### config.mk
export PLATFORM = sky130hd
export DESIGN_NAME = ctsp_flow
export DESIGN_NICKNAME = d
export VERILOG_FILES = /design/src/hw/rtl/ctsp_pkg.sv /design/src/hw/rtl/ctsp_flow.sv
export SDC_FILE = /design/constraint.sdc
export NUM_CORES = 1
export LEC_CHECK = 0
export BUFFER_PORTS_ARGS = -buffer_cell sky130_fd_sc_hd__buf_2
export CAP_MARGIN = 20
export CORE_AREA = 2 2 39 41
export CTS_BUF_LIST = sky130_fd_sc_hd__clkbuf_8
export CTS_CLUSTER_SIZE = 10
export DETAILED_ROUTE_END_ITERATION = 7
export DIE_AREA = 0 0 41 43
export GPL_ROUTABILITY_DRIVEN = 0
export GPL_TIMING_DRIVEN = 0
export PLACE_DENSITY = 0.69
export SLEW_MARGIN = 0
export SYNTH_ARGS = -nofsm -noshare
export SYNTH_HDL_FRONTEND = slang
export SYNTH_SLANG_ARGS = --single-unit
export TNS_END_PERCENT = 1
### constraint.sdc
create_clock -name i_clk -period 1.7 [get_ports i_clk]
set_input_delay 0.085 -clock i_clk [delete_from_list [all_inputs] [get_ports i_clk]]
set_output_delay 0.085 -clock i_clk [all_outputs]
set_load 0.02 [all_outputs]
### src/hw/rtl/ctsp_pkg.sv
// ============================================================================
// ctsp_pkg: shared types, constants and binary32 arithmetic functions
// Holds the round-to-nearest-even add and multiply used by every pipeline
// stage of the compensated two-sum / two-product block.
// ============================================================================
package ctsp_pkg;

    // Number of register stages from the input beat to the output register.
    localparam int NUM_STAGES = 9;

    localparam logic [31:0] CANON_NAN       = 32'h7FC0_0000;
    localparam logic [4:0]  SPLIT_SHIFT_RST = 5'd12;
    localparam logic [4:0]  SPLIT_SHIFT_MIN = 5'd1;
    localparam logic [4:0]  SPLIT_SHIFT_MAX = 5'd23;

    localparam logic OP_TWO_SUM  = 1'b0;
    localparam logic OP_TWO_PROD = 1'b1;

    // Per-stage load enables and valid flags from the flow control.
    typedef struct packed {
        logic [NUM_STAGES-1:0] en;
        logic [NUM_STAGES-1:0] vld;
    } t_flow;

    // Normalizes and rounds sgn * m * 2^e to binary32, ties to even,
    // with gradual underflow and overflow to infinity. m must be nonzero.
    function automatic logic [31:0] fp_round(input logic sgn, input int e,
                                             input logic [50:0] m);
        logic [50:0] mn;
        logic [50:0] t;
        logic [50:0] mask;
        logic [23:0] mant;
        logic [40:0] tot;
        logic        g;
        logic        st;
        logic        lost;
        logic        up;
        int          lz;
        int          be;
        int          sh;
        lz = 0;
        for (int i = 0; i < 51; i++) begin
            if (m[i]) lz = 50 - i;
        end
        mn = m << lz;
        be = e + 50 - lz + 127;
        if (be >= 1) begin
            mant = mn[50:27];
            g    = mn[26];
            st   = |mn[25:0];
            tot  = 41'(be - 1) << 23;
        end else begin
            sh = 1 - be;
            if (sh >= 51) begin
                t    = '0;
                lost = |mn;
            end else begin
                mask = ~({51{1'b1}} << sh);
                t    = mn >> sh;
                lost = |(mn & mask);
            end
            mant = t[50:27];
            g    = t[26];
            st   = (|t[25:0]) | lost;
            tot  = '0;
        end
        up  = g & (st | mant[0]);
        tot = tot + 41'(mant) + 41'(up);
        if (tot >= (41'd255 << 23)) begin
            return {sgn, 8'hFF, 23'h0};
        end
        return {sgn, tot[30:0]};
    endfunction

    function automatic logic [31:0] fp_add(input logic [31:0] a, input logic [31:0] b);
        logic        nan_a, nan_b, inf_a, inf_b, zero_a, zero_b;
        logic        swap;
        logic [31:0] bg, sm;
        logic [23:0] mbg, msm;
        logic [50:0] wbg, wsm, full, mask, res;
        int          xbg, xsm, d;
        nan_a  = (a[30:23] == 8'hFF) && (a[22:0] != '0);
        nan_b  = (b[30:23] == 8'hFF) && (b[22:0] != '0);
        inf_a  = (a[30:23] == 8'hFF) && (a[22:0] == '0);
        inf_b  = (b[30:23] == 8'hFF) && (b[22:0] == '0);
        zero_a = (a[30:0] == '0);
        zero_b = (b[30:0] == '0);
        if (nan_a || nan_b) return CANON_NAN;
        if (inf_a && inf_b) return (a[31] != b[31]) ? CANON_NAN : a;
        if (inf_a) return a;
        if (inf_b) return b;
        if (zero_a && zero_b) return {a[31] & b[31], 31'h0};
        if (zero_a) return b;
        if (zero_b) return a;
        swap = (a[30:0] < b[30:0]);
        bg   = swap ? b : a;
        sm   = swap ? a : b;
        mbg  = {bg[30:23] != 8'h0, bg[22:0]};
        msm  = {sm[30:23] != 8'h0, sm[22:0]};
        xbg  = (bg[30:23] == 8'h0) ? 1 : int'(bg[30:23]);
        xsm  = (sm[30:23] == 8'h0) ? 1 : int'(sm[30:23]);
        d    = xbg - xsm;
        wbg  = {1'b0, mbg, 26'h0};
        full = {1'b0, msm, 26'h0};
        if (d >= 51) begin
            wsm = 51'd1;
        end else begin
            mask   = ~({51{1'b1}} << d);
            wsm    = full >> d;
            wsm[0] = wsm[0] | (|(full & mask));
        end
        if (bg[31] == sm[31]) begin
            res = wbg + wsm;
        end else begin
            res = wbg - wsm;
        end
        if (res == '0) return 32'h0;
        return fp_round(bg[31], xbg - 176, res);
    endfunction

    function automatic logic [31:0] fp_sub(input logic [31:0] a, input logic [31:0] b);
        return fp_add(a, {~b[31], b[30:0]});
    endfunction

    function automatic logic [31:0] fp_mul(input logic [31:0] a, input logic [31:0] b);
        logic        nan_a, nan_b, inf_a, inf_b, zero_a, zero_b, sgn;
        logic [23:0] ma, mb;
        logic [47:0] p;
        int          xa, xb;
        nan_a  = (a[30:23] == 8'hFF) && (a[22:0] != '0);
        nan_b  = (b[30:23] == 8'hFF) && (b[22:0] != '0);
        inf_a  = (a[30:23] == 8'hFF) && (a[22:0] == '0);
        inf_b  = (b[30:23] == 8'hFF) && (b[22:0] == '0);
        zero_a = (a[30:0] == '0);
        zero_b = (b[30:0] == '0);
        sgn    = a[31] ^ b[31];
        if (nan_a || nan_b) return CANON_NAN;
        if ((inf_a && zero_b) || (inf_b && zero_a)) return CANON_NAN;
        if (inf_a || inf_b) return {sgn, 8'hFF, 23'h0};
        if (zero_a || zero_b) return {sgn, 31'h0};
        ma = {a[30:23] != 8'h0, a[22:0]};
        mb = {b[30:23] != 8'h0, b[22:0]};
        xa = (a[30:23] == 8'h0) ? 1 : int'(a[30:23]);
        xb = (b[30:23] == 8'h0) ? 1 : int'(b[30:23]);
        p  = ma * mb;
        return fp_round(sgn, xa + xb - 300, 51'(p));
    endfunction

    // Splitter constant 2^s + 1 with s saturated to its legal range.
    function automatic logic [31:0] split_factor(input logic [4:0] shift);
        logic [4:0] s;
        s = shift;
        if (s < SPLIT_SHIFT_MIN) s = SPLIT_SHIFT_MIN;
        if (s > SPLIT_SHIFT_MAX) s = SPLIT_SHIFT_MAX;
        return {1'b0, 8'(8'd127 + 8'(s)), 23'(23'd1 << (5'd23 - s))};
    endfunction

endpackage

### src/hw/rtl/ctsp_flow.sv
// ============================================================================
// ctsp_flow: valid/ready flow control for the datapath stages
// Each stage loads when it is empty or when the stage after it moves on.
// ============================================================================
module ctsp_flow (
    input  logic            i_clk,
    input  logic            i_rst_n,
    input  logic            i_in_valid,
    input  logic            i_out_ready,
    output logic            o_in_ready,
    output ctsp_pkg::t_flow o_flow
);

    logic [ctsp_pkg::NUM_STAGES-1:0] r_vld;
    logic [ctsp_pkg::NUM_STAGES-1:0] n_vld;
    logic [ctsp_pkg::NUM_STAGES-1:0] rdy;

    always_comb begin
        rdy[ctsp_pkg::NUM_STAGES-1] = !r_vld[ctsp_pkg::NUM_STAGES-1] || i_out_ready;
        for (int k = ctsp_pkg::NUM_STAGES - 2; k >= 0; k--) begin
            rdy[k] = !r_vld[k] || rdy[k+1];
        end
        n_vld[0] = rdy[0] ? i_in_valid : r_vld[0];
        for (int k = 1; k < ctsp_pkg::NUM_STAGES; k++) begin
            n_vld[k] = rdy[k] ? (r_vld[k-1] && rdy[k-1] ? 1'b1 : 1'b0) : r_vld[k];
        end
    end

    // A stage upstream that is valid but cannot advance keeps its beat; that
    // happens only while the stage below it also holds, so no bubble forms.
    always_ff @(posedge i_clk) begin
        if (!i_rst_n) begin
            r_vld <= '0;
        end else begin
            r_vld <= n_vld;
        end
    end

    assign o_in_ready = rdy[0];
    assign o_flow.en  = rdy;
    assign o_flow.vld = r_vld;

endmodule

# Word level (Yosys, flattened, before mapping)
# Cells that the tools add are included.
dict set report op_classes {
  add_sub_neg 0
  mul 0
  div_mod_pow 0
  n_lt_le_gt_ge 0
  eq_ne 0
  n_shift 0
  mux 8
  bitwise_logic 0
  reduce_logical 26
}
# operator count
set op_table {}
lappend op_table {{zero test 1 bit} 9}
lappend op_table {{logical OR 1 bit} 9}
lappend op_table {{logical AND 1 bit} 8}
lappend op_table {{2-to-1 mux 1 bit} 8}
dict set report totals {
  register_bits 9
  latchBits 0
  ramBits 0
  romBits 0
  inputBits 4
  out_inout_bits 19
  word_cells 43
  mem_count 0
}

# Depth between registers and ports, before layout
# Gate-level depths: netlist of the first run.
dict set report depth {
  ltp_word 12
  depth_mapped 5
  mapped_depth_nobuf 5
}

# Least setup slack after synthesis of the first run
# Ideal clock, no wire load.
dict set report synth_path {
  path_kind {register -> output}
  start {register r_vld[7] in the netlist's numbering}
  end {output o_flow[9] in the netlist's numbering}
  arrival_time_ps 1495
  required_ps 1615
  path_slack_ps 120
  path_stages_with_launch 6
  path_buffers 1
  path_cell_list {dfxtp_1 and3b_2 inv_2 nor3_4 nand3_1 buf_4}
}
# item line
set synth_lines {}
lappend synth_lines {{from (decl)} ctsp_flow.sv:14} ;# logic [ctsp_pkg::NUM_STAGES-1:0] r_vld;
lappend synth_lines {{from (signal assigned)} ctsp_flow.sv:35} ;# r_vld <= n_vld;
lappend synth_lines {{to (decl)} ctsp_flow.sv:11} ;# output ctsp_pkg::t_flow o_flow

==> results of run 1 <==
-- layout make-up --
class | count | area (um^2)
tap | 16 | 20.02
buffer | 2 | 11.26
sequential | 9 | 180.2
clock buffer | 3 | 41.29
multi-input combinational | 29 | 170.2
clock inverter | 1 | 3.754
inverter | 4 | 15.01
timing repair buffer | 22 | 110.1
fill | 163 | 832.0
-- cell usage after synthesis --
| master | n | area (um^2) |
|---|---|---|
| a21oi_1 | 1 | 5.000 |
| clkbuf_1 | 1 | 3.750 |
| inv_2 | 3 | 11.26 |
| nor2_2 | 1 | 6.260 |
| o21ai_2 | 2 | 17.52 |
| dfxtp_1 | 9 | 180.2 |
| nand2b_1 | 1 | 6.260 |
| nand3_1 | 5 | 25.02 |
| a21boi_0 | 1 | 7.510 |
| and3b_2 | 1 | 10.01 |
| nor2b_1 | 1 | 6.260 |
| nor3_4 | 1 | 16.27 |
| o21ai_1 | 2 | 10.01 |
| o21a_1 | 3 | 22.52 |
| buf_4 | 1 | 7.510 |
| inv_1 | 1 | 3.750 |
| nand2_1 | 10 | 37.54 |
-- cells by family after synthesis --
group                  count (synthesis)  synth area share
AOI/OAI and AO/OA                      9            0.1661
and+or+nand+nor                       20            0.2858
DFF                                    9            0.4784
buffers and inverters                  6           0.06975
-- tightest hold or removal path: stages --
cell,delay [ns]
buf_2,0.08
nand2_1,0.05
o21ai_2,0.05
-- report_power, final --
part           leakage, nW  switching, mW  internal [mW]
clock network       0.0269         0.0764          0.157
logic                0.140         0.0134        0.00914
registers           0.0731        0.00421          0.216
total                0.240         0.0941          0.381
-- how the worst max path moves through the flow --
| stage | start | to | slack (ns) | cells after the start |
|---|---|---|---|---|
| 3_3_place_gp | r_vld[8] | o_flow[9] | 0.35 | 6 |
| 6_report | r_vld[8] | o_flow[9] | 0.09 | 6 |
| 2_1_floorplan | r_vld[7] | o_flow[9] | 0.12 | 5 |
| 4_1_cts | r_vld[7] | o_flow[9] | 0.07 | 6 |
| 3_5_place_dp | r_vld[8] | o_flow[9] | 0.33 | 6 |
| 5_1_grt | r_vld[8] | o_flow[9] | 0.009 | 6 |
-- metrics by stage --
stage                       util  power [mW]  setup WS [ns]
after global placement    0.3662      0.2458         0.3461
after CTS                 0.3987      0.4831        0.07217
after detailed placement  0.3662      0.2463         0.3265
after global routing      0.3987      0.4949       0.009251
final                     0.3987      0.4755        0.08983
after floorplan                -      0.2358         0.1205
-- routing by layer --
layer | vias up | routed length (um) | GRT usage
met5 | - | 0 | 0
met4 | 0 | 10 | 0.08000
met3 | 2 | 49 | 0.01571
met2 | 12 | 428 | 0.1500
met1 | 176 | 368 | 0.08738
li1 | 194 | - | -
==> reports/results.ini, run 1 <==
[status]
status = finished, final reports clean

[yosys]
ys_ff_latch = 9
synth_nets = 48
syn_area_per_cell_um2 = 8.559
synth.distinct_cells = 17
ys_warn_count = 0
ys_seq_area_frac = 0.4784
syn_area_um2 = 376.6
syn_inst = 44

[setup_path]
reg2reg_to = r_vld[1]
reg2reg_slack_ns = 0.53
path_cells = and3b_2 -> inv_2 -> nor3_4 -> nand3_1 -> buf_4 -> buf_2
crit_buf_inv = 3
worst_setup_path_end_kind = output pin
critPathSlowestCell = dfxtp_1
r2r_cells = 5
reg2reg_from = r_vld[8]
cp_max_fo = 4
cp-start-kind = flop
cp.required_ns = 1.62
worstSetupPathType = flop to output pin
crit_family = simple AND/OR/NAND/NOR gates
max_stage_delay_ns = 0.34
arrival_ns = 1.53

[grt]
grt_antenna_before_repair = 0
grt.total_usage = 0.09054
grt_max_degree = 11
grt_remaining_overflow = 0
grt_pass1_vias = 292
grt_pass1_wl_um = 1062

[sta]
timing.fmax_mhz = 621.1
fin_crit_ns = 1.610
setup_viol = 0
fin_worst_skew_ns = 0.003361
fin_crit_sh = 0.9472
fin_setup_tns_ns = 0
rsz0062_at_grt = false
slew_headroom = 0.7316
final_max_slew_viol_count = 0
worst_pin_slew_ns = 0.4027
final_hold_viol_count = 0
whs_ns = 0.05736

[routing]
wl_per_cell_um = 9.965
drc = 0
via_per_inst = 4.465
drt-total-wl_um = 857
dr.first_iter.drc_count = 1
drt_pre_antenna_iters = 2
detail-route-antenna-nets = 0
vias = 384

[job]
maxCapViolCount = 0

[cells_and_area]
biggestRegsByFlops = r_vld x9
nNetsFinal = 75
largest_reg_flops = 9
stdcell_area_um2 = 551.8
drive_gt1_frac = 0.4857
regMostFlops = r_vld
layoutNonFillerInstCount = 86
mostFrequentLayoutCells = buf_2, nand2_1, dfxtp_1
antennaDiodeCount = 0
layout_commonest_cell = buf_2
area_growth_pct = 46.51

[clocking]
cts_resized = 0
cts_made_buffers = 3
post-cts-setup-buffers = 0
cts.sinks = 9
clk_pin_slew_ns = 0.05
cts_tree = yes
htree_levels = 1
clockRootBuffer = clkbuf_8
cts_buffer_depth = 2
cts_hold_buf = 0
clock_latency_ns = 0.23

[worst_hold_path]
worstHoldStart = i_in_valid
holdPathEnd = r_vld[0]
whs_path_depth = 3
hold_class = input port to flop

[placement]
dp.cells = 82
placement.cell_area_um2 = 506.7
dp_hpwl_um = 638.9
io_buffers = 22

[floorplan]
ioPinCount = 23
core_mm2 = 0.001384
start_util = 0.2722
die_x_um = 41
row_count = 14
dieArea_mm2 = 0.001763
die_h_um = 43

[power_and_ir_drop]
p_leak_nw = 0.2397
peakVddDrop_v = 0.0002758
power_density_mw_per_mm2 = 861.7

Power figures use the tool's default switching activity.
==> run 2: changes to the inputs <==
--- a/config.mk
+++ b/config.mk
@@ -15,6 +15,7 @@
 export GPL_ROUTABILITY_DRIVEN = 0
 export GPL_TIMING_DRIVEN = 0
 export PLACE_DENSITY = 0.69
+export RECOVER_POWER = 50
 export SLEW_MARGIN = 0
 export SYNTH_ARGS = -nofsm -noshare
 export SYNTH_HDL_FRONTEND = slang
==> run 2 against run 1 <==
Global-route usage stayed put. Critical path type unchanged. Combinational power is 3% lower. Power is 0.13% lower. Critical endpoint unchanged. First-iteration DRC count stayed put.
==> reports/results.ini, run 2 (synthesis results as in run 1) <==
[placement]
dp.cells = 82
place_ws_ns = 0.3265
io_buffers = 22
dp_hpwl_um = 638.9

[clocking]
clock_latency_ns = 0.23
cts_made_buffers = 3
cts_hold_buf = 0
htree_levels = 1
cts_tree = yes
cts_resized = 0
clockRootBuffer = clkbuf_8
clk_pin_slew_ns = 0.05
cts_buffer_depth = 2
post-cts-setup-buffers = 0
cts.sinks = 9

[sta]
fin_crit_ns = 1.619
fin_setup_tns_ns = 0
setup_viol = 0
worst_pin_slew_ns = 0.4027
rsz0062_at_grt = false
timing.fmax_mhz = 617.6
slew_headroom = 0.7316
final_hold_viol_count = 0
final_max_slew_viol_count = 0
fin_crit_sh = 0.9525
fin_worst_skew_ns = 0.003361
fin_ws_ns = 0.08082

[routing]
detail-route-antenna-nets = 0
drt-total-wl_um = 862
wl_per_cell_um = 10.02
drt_pre_antenna_iters = 2
via_per_inst = 4.465
vias = 384
drc = 0
dr.first_iter.drc_count = 1

[grt]
grt_max_degree = 11
grt_pass1_wl_um = 1062
grt_pass1_vias = 292
grt_antenna_before_repair = 0
grt.total_usage = 0.09054
grt_remaining_overflow = 0

[cells_and_area]
layoutNonFillerInstCount = 86
antennaDiodeCount = 0
regMostFlops = r_vld
utilization = 0.3906
drive_gt1_frac = 0.3571
mostFrequentLayoutCells = buf_2, nand2_1, clkbuf_1
largest_reg_flops = 9
area_growth_pct = 43.52
layout_commonest_cell = buf_2
nNetsFinal = 75
biggestRegsByFlops = r_vld x9

[power_and_ir_drop]
peakVddDrop_v = 0.0002750
switching_share = 0.1984
p_leak_nw = 0.2044
power.internal_mw = 0.3807
power_frac_clock = 0.491
switchingPower_mw = 0.09421
power_density_mw_per_mm2 = 878.5
share_comb_of_total_power = 0.046
fin_total_pwr_mw = 0.4749
seqPwrFrac = 0.463

[setup_path]
cp.required_ns = 1.62
max_stage_delay_ns = 0.35
crit_buf_inv = 3
critPathSlowestCell = dfxtp_1
cp-start-kind = flop
cp_max_fo = 4
path_cells = and3b_2 -> inv_2 -> nor3_4 -> nand3_1 -> buf_4 -> buf_2
worst_setup_path_end_kind = output pin
arrival_ns = 1.53
crit_family = simple AND/OR/NAND/NOR gates
worstSetupPathType = flop to output pin

[status]
status = finished, final reports clean

[floorplan]
row_count = 14
start_util = 0.2722
ioPinCount = 23
core_mm2 = 0.001384
die_h_um = 43
die_x_um = 41
dieArea_mm2 = 0.001763

[worst_hold_path]
hold_class = input port to flop

[job]
maxCapViolCount = 0

==> run 2: cell count changes in the layout (fill, tap and decap cells not counted), sizes merged <==
| cell | previous run | this run |
|---|---|---|
| clkbuf | 4 | 13 |
| buf | 23 | 14 |
==> run 2: layout make-up <==
cell class	count	area (um^2)
plain buffers	2	11.26
clock buffers	3	41.29
clock inverters	1	3.754
fillers	165	843.3
inverters	4	15.01
multi-input cells	29	170.2
flip-flops and latches	9	180.2
well taps	16	20.02
repair buffers	22	98.84
==> run 2: final timing paths <==
kind | from | to | slack [ns] | cells past startpoint
worst max-delay path | r_vld[8] | o_flow[9] | 0.08 | 6
worst min-delay path | i_in_valid | r_vld[0] | 0.06 | 3
worst max register to register | r_vld[8] | r_vld[1] | 0.53 | 5
worst min register to register | r_vld[2] | r_vld[3] | 0.47 | 2
==> run 2: worst reg2reg max path, stage by stage, from the launching register on <==
cell and delay, ns:
dfxtp_1 0.35, and3b_2 0.23, inv_2 0.07, nor3_4 0.24
inv_2 0.09, o21ai_2 0.13
==> run 2: routing by layer <==
metal / routed length (um) / global-route usage / vias to the layer above
met4: 10 / 0.08000 / 0
li1: - / - / 194
met2: 429 / 0.1500 / 12
met3: 50 / 0.01571 / 2
met1: 371 / 0.08738 / 176
met5: 0 / 0 / -
==> run 2: metrics by stage <==
stage | instance area (um^2) | hold WS [ns]
after floorplan | 376.6 | 0.1976
after global placement | 506.7 | 0.2876
after detailed placement | 506.7 | 0.2951
after CTS | 551.8 | 0.05700
after global routing | 540.5 | 0.05533
final | 540.5 | 0.05736
==> run 2: power by group through the flow <==
stage	sequential (mW)	combinational [mW]	clock, mW
CTS	0.220	0.0230	0.240
floorplan	0.228	0.00821	0
detailed placement	0.224	0.0228	0
global placement	0.223	0.0223	0
global route	0.220	0.0232	0.251
finish	0.220	0.0219	0.233
==> run 3: changes to the inputs <==
--- a/config.mk
+++ b/config.mk
@@ -5,16 +5,18 @@
 export SDC_FILE = /design/constraint.sdc
 export NUM_CORES = 1
 export LEC_CHECK = 0
-export BUFFER_PORTS_ARGS = -buffer_cell sky130_fd_sc_hd__buf_2
 export CAP_MARGIN = 20
+export CELL_PAD_IN_SITES_DETAIL_PLACEMENT = 1
+export CELL_PAD_IN_SITES_GLOBAL_PLACEMENT = 1
 export CORE_AREA = 2 2 39 41
 export CTS_BUF_LIST = sky130_fd_sc_hd__clkbuf_8
 export CTS_CLUSTER_SIZE = 10
 export DETAILED_ROUTE_END_ITERATION = 7
 export DIE_AREA = 0 0 41 43
+export DONT_BUFFER_PORTS = 1
 export GPL_ROUTABILITY_DRIVEN = 0
 export GPL_TIMING_DRIVEN = 0
-export PLACE_DENSITY = 0.69
+export PLACE_DENSITY = 0.67
 export RECOVER_POWER = 50
 export SLEW_MARGIN = 0
 export SYNTH_ARGS = -nofsm -noshare
==> run 3 against run 2 <==
Critical path depth down 2. Via count down 15%. Register-to-register slack worse by 0.25 ns. Non-clock buffer count down 19. Cell count down 22%. Clock-buffer cell count unchanged. Critical endpoint unchanged.
==> reports/results.ini, run 3 (synthesis results as in run 1) <==
[clocking]
cts_buffer_depth = 2
cts.sinks = 9
cts_tree = yes
cts_made_buffers = 3
htree_levels = 1
clockRootBuffer = clkbuf_8
clk_pin_slew_ns = 0.05
clock_latency_ns = 0.23

[setup_path]
critPathSlowestCell = dfxtp_1
reg2reg_from = r_vld[3]
r2r_cells = 5
max_stage_delay_ns = 0.50
arrival_ns = 1.53
worst_setup_path_end_kind = output pin
cp.required_ns = 1.62
reg2reg_slack_ns = 0.28
path_cells = nand3_1 -> nor3_4 -> nand3_4 -> buf_4
reg2reg_to = r_vld[1]
worstSetupPathType = flop to output pin
cp_max_fo = 5
cp-start-kind = flop

[worst_hold_path]
hold_class = input port to flop
holdPathEnd = r_vld[3]
worstHoldStart = i_rst_n
whs_path_depth = 2

[floorplan]
dieArea_mm2 = 0.001763
core_mm2 = 0.001384
row_count = 14
start_util = 0.2722
die_x_um = 41
die_h_um = 43
ioPinCount = 23

[sta]
timing.fmax_mhz = 617.9
setup_viol = 0
fin_worst_skew_ns = 0.002985
whs_ns = 0.01785
rsz0062_at_grt = false
fin_crit_sh = 0.9520
fin_crit_ns = 1.618
final_max_slew_viol_count = 0
fin_setup_tns_ns = 0
slew_headroom = 0.7108
final_hold_viol_count = 0
worst_pin_slew_ns = 0.4332

[cells_and_area]
utilization = 0.3517
area_growth_pct = 29.24
fill_cells = 167
regMostFlops = r_vld
biggestRegsByFlops = r_vld x9
mostFrequentLayoutCells = nand2_1, dfxtp_1, nand3_1, dfxtp_2
multi_input_area_um2 = 182.7
antennaDiodeCount = 0
drive_gt1_frac = 0.3529
nNetsFinal = 56
layout_commonest_cell = nand2_1
seq_area_um2 = 185.2
layoutNonFillerInstCount = 67
largest_reg_flops = 9

[grt]
grt_pass1_wl_um = 1290
grt.total_usage = 0.1157
grt_antenna_before_repair = 0
grt_max_degree = 11
grt_pass1_vias = 325
grt_remaining_overflow = 0

[placement]
dp.cells = 60
io_buffers = 0
dp_hpwl_um = 655.4

[routing]
wl_per_cell_um = 13.51
drc = 0
via_per_inst = 4.866
detail-route-antenna-nets = 0
drt-total-wl_um = 905
dr.first_iter.drc_count = 1
drt_pre_antenna_iters = 2
vias = 326

[power_and_ir_drop]
peakVddDrop_v = 0.0003261
p_leak_nw = 0.1724
power_density_mw_per_mm2 = 978.5

[job]
maxCapViolCount = 0

[status]
status = finished, final reports clean

[run 3: per-stage QoR]
| stage | power (mW) | area [um^2] | worst slack, ns |
|---|---|---|---|
| after floorplan | 0.2358 | 376.6 | 0.1205 |
| after global placement | 0.2388 | 396.6 | 0.01098 |
| after detailed placement | 0.2391 | 396.6 | -0.001839 |
| after CTS | 0.4845 | 480.5 | 0.06922 |
| after global routing | 0.4939 | 486.7 | 0.01509 |
| final | 0.4763 | 486.7 | 0.08165 |
[run 3: worst max-delay path by stage]
stage,start,end,depth (start not counted)
after global placement,r_vld[7],o_flow[9],5
after detailed placement,r_vld[7],o_flow[9],5
after floorplan,r_vld[7],o_flow[9],5
after CTS,r_vld[7],o_flow[9],5
final,r_vld[3],o_flow[9],4
after global routing,r_vld[3],o_flow[9],4
[run 3: timing repair]
item,in CTS,in global routing
endpoints found under the hold margin,2,0
pin swaps,1,0
buffers inserted,1,0
hold buffers,2,0
gates resized for setup,6,1
setup endpoints to repair,2,1
[run 3: layout make-up]
class                      instances  share of cell area
buffer                             2             0.02314
clock buffer                       3             0.08483
inverter                           4             0.03085
clock inverter                     1            0.007712
timing repair buffer               3             0.05656
tap                               16             0.04113
multi-input combinational         29              0.3753
sequential                         9              0.3805
[run 3: worst max-delay path, delay by kind of cell, from the launching register on]
kind	cells	cell delay, ns
and+or+nand+nor	3	0.60
DFF	1	0.50
buffers and inverters	1	0.20
[run 3: report_power, final]
group          leakage (nW)  internal (mW)  switching (mW)
logic                0.0704        0.00748         0.00623
clock network        0.0269          0.157          0.0793
registers            0.0751          0.216          0.0108
[run 3: routing by layer]
metal	wire length [um]	share of wire	vias to the layer above	global-route usage
met3	63	0.070	2	0.02094
met1	345	0.38	156	0.1197
li1	-	-	156	-
met5	0	0	-	0
met4	20	0.022	0	0.1200
met2	475	0.52	12	0.1750
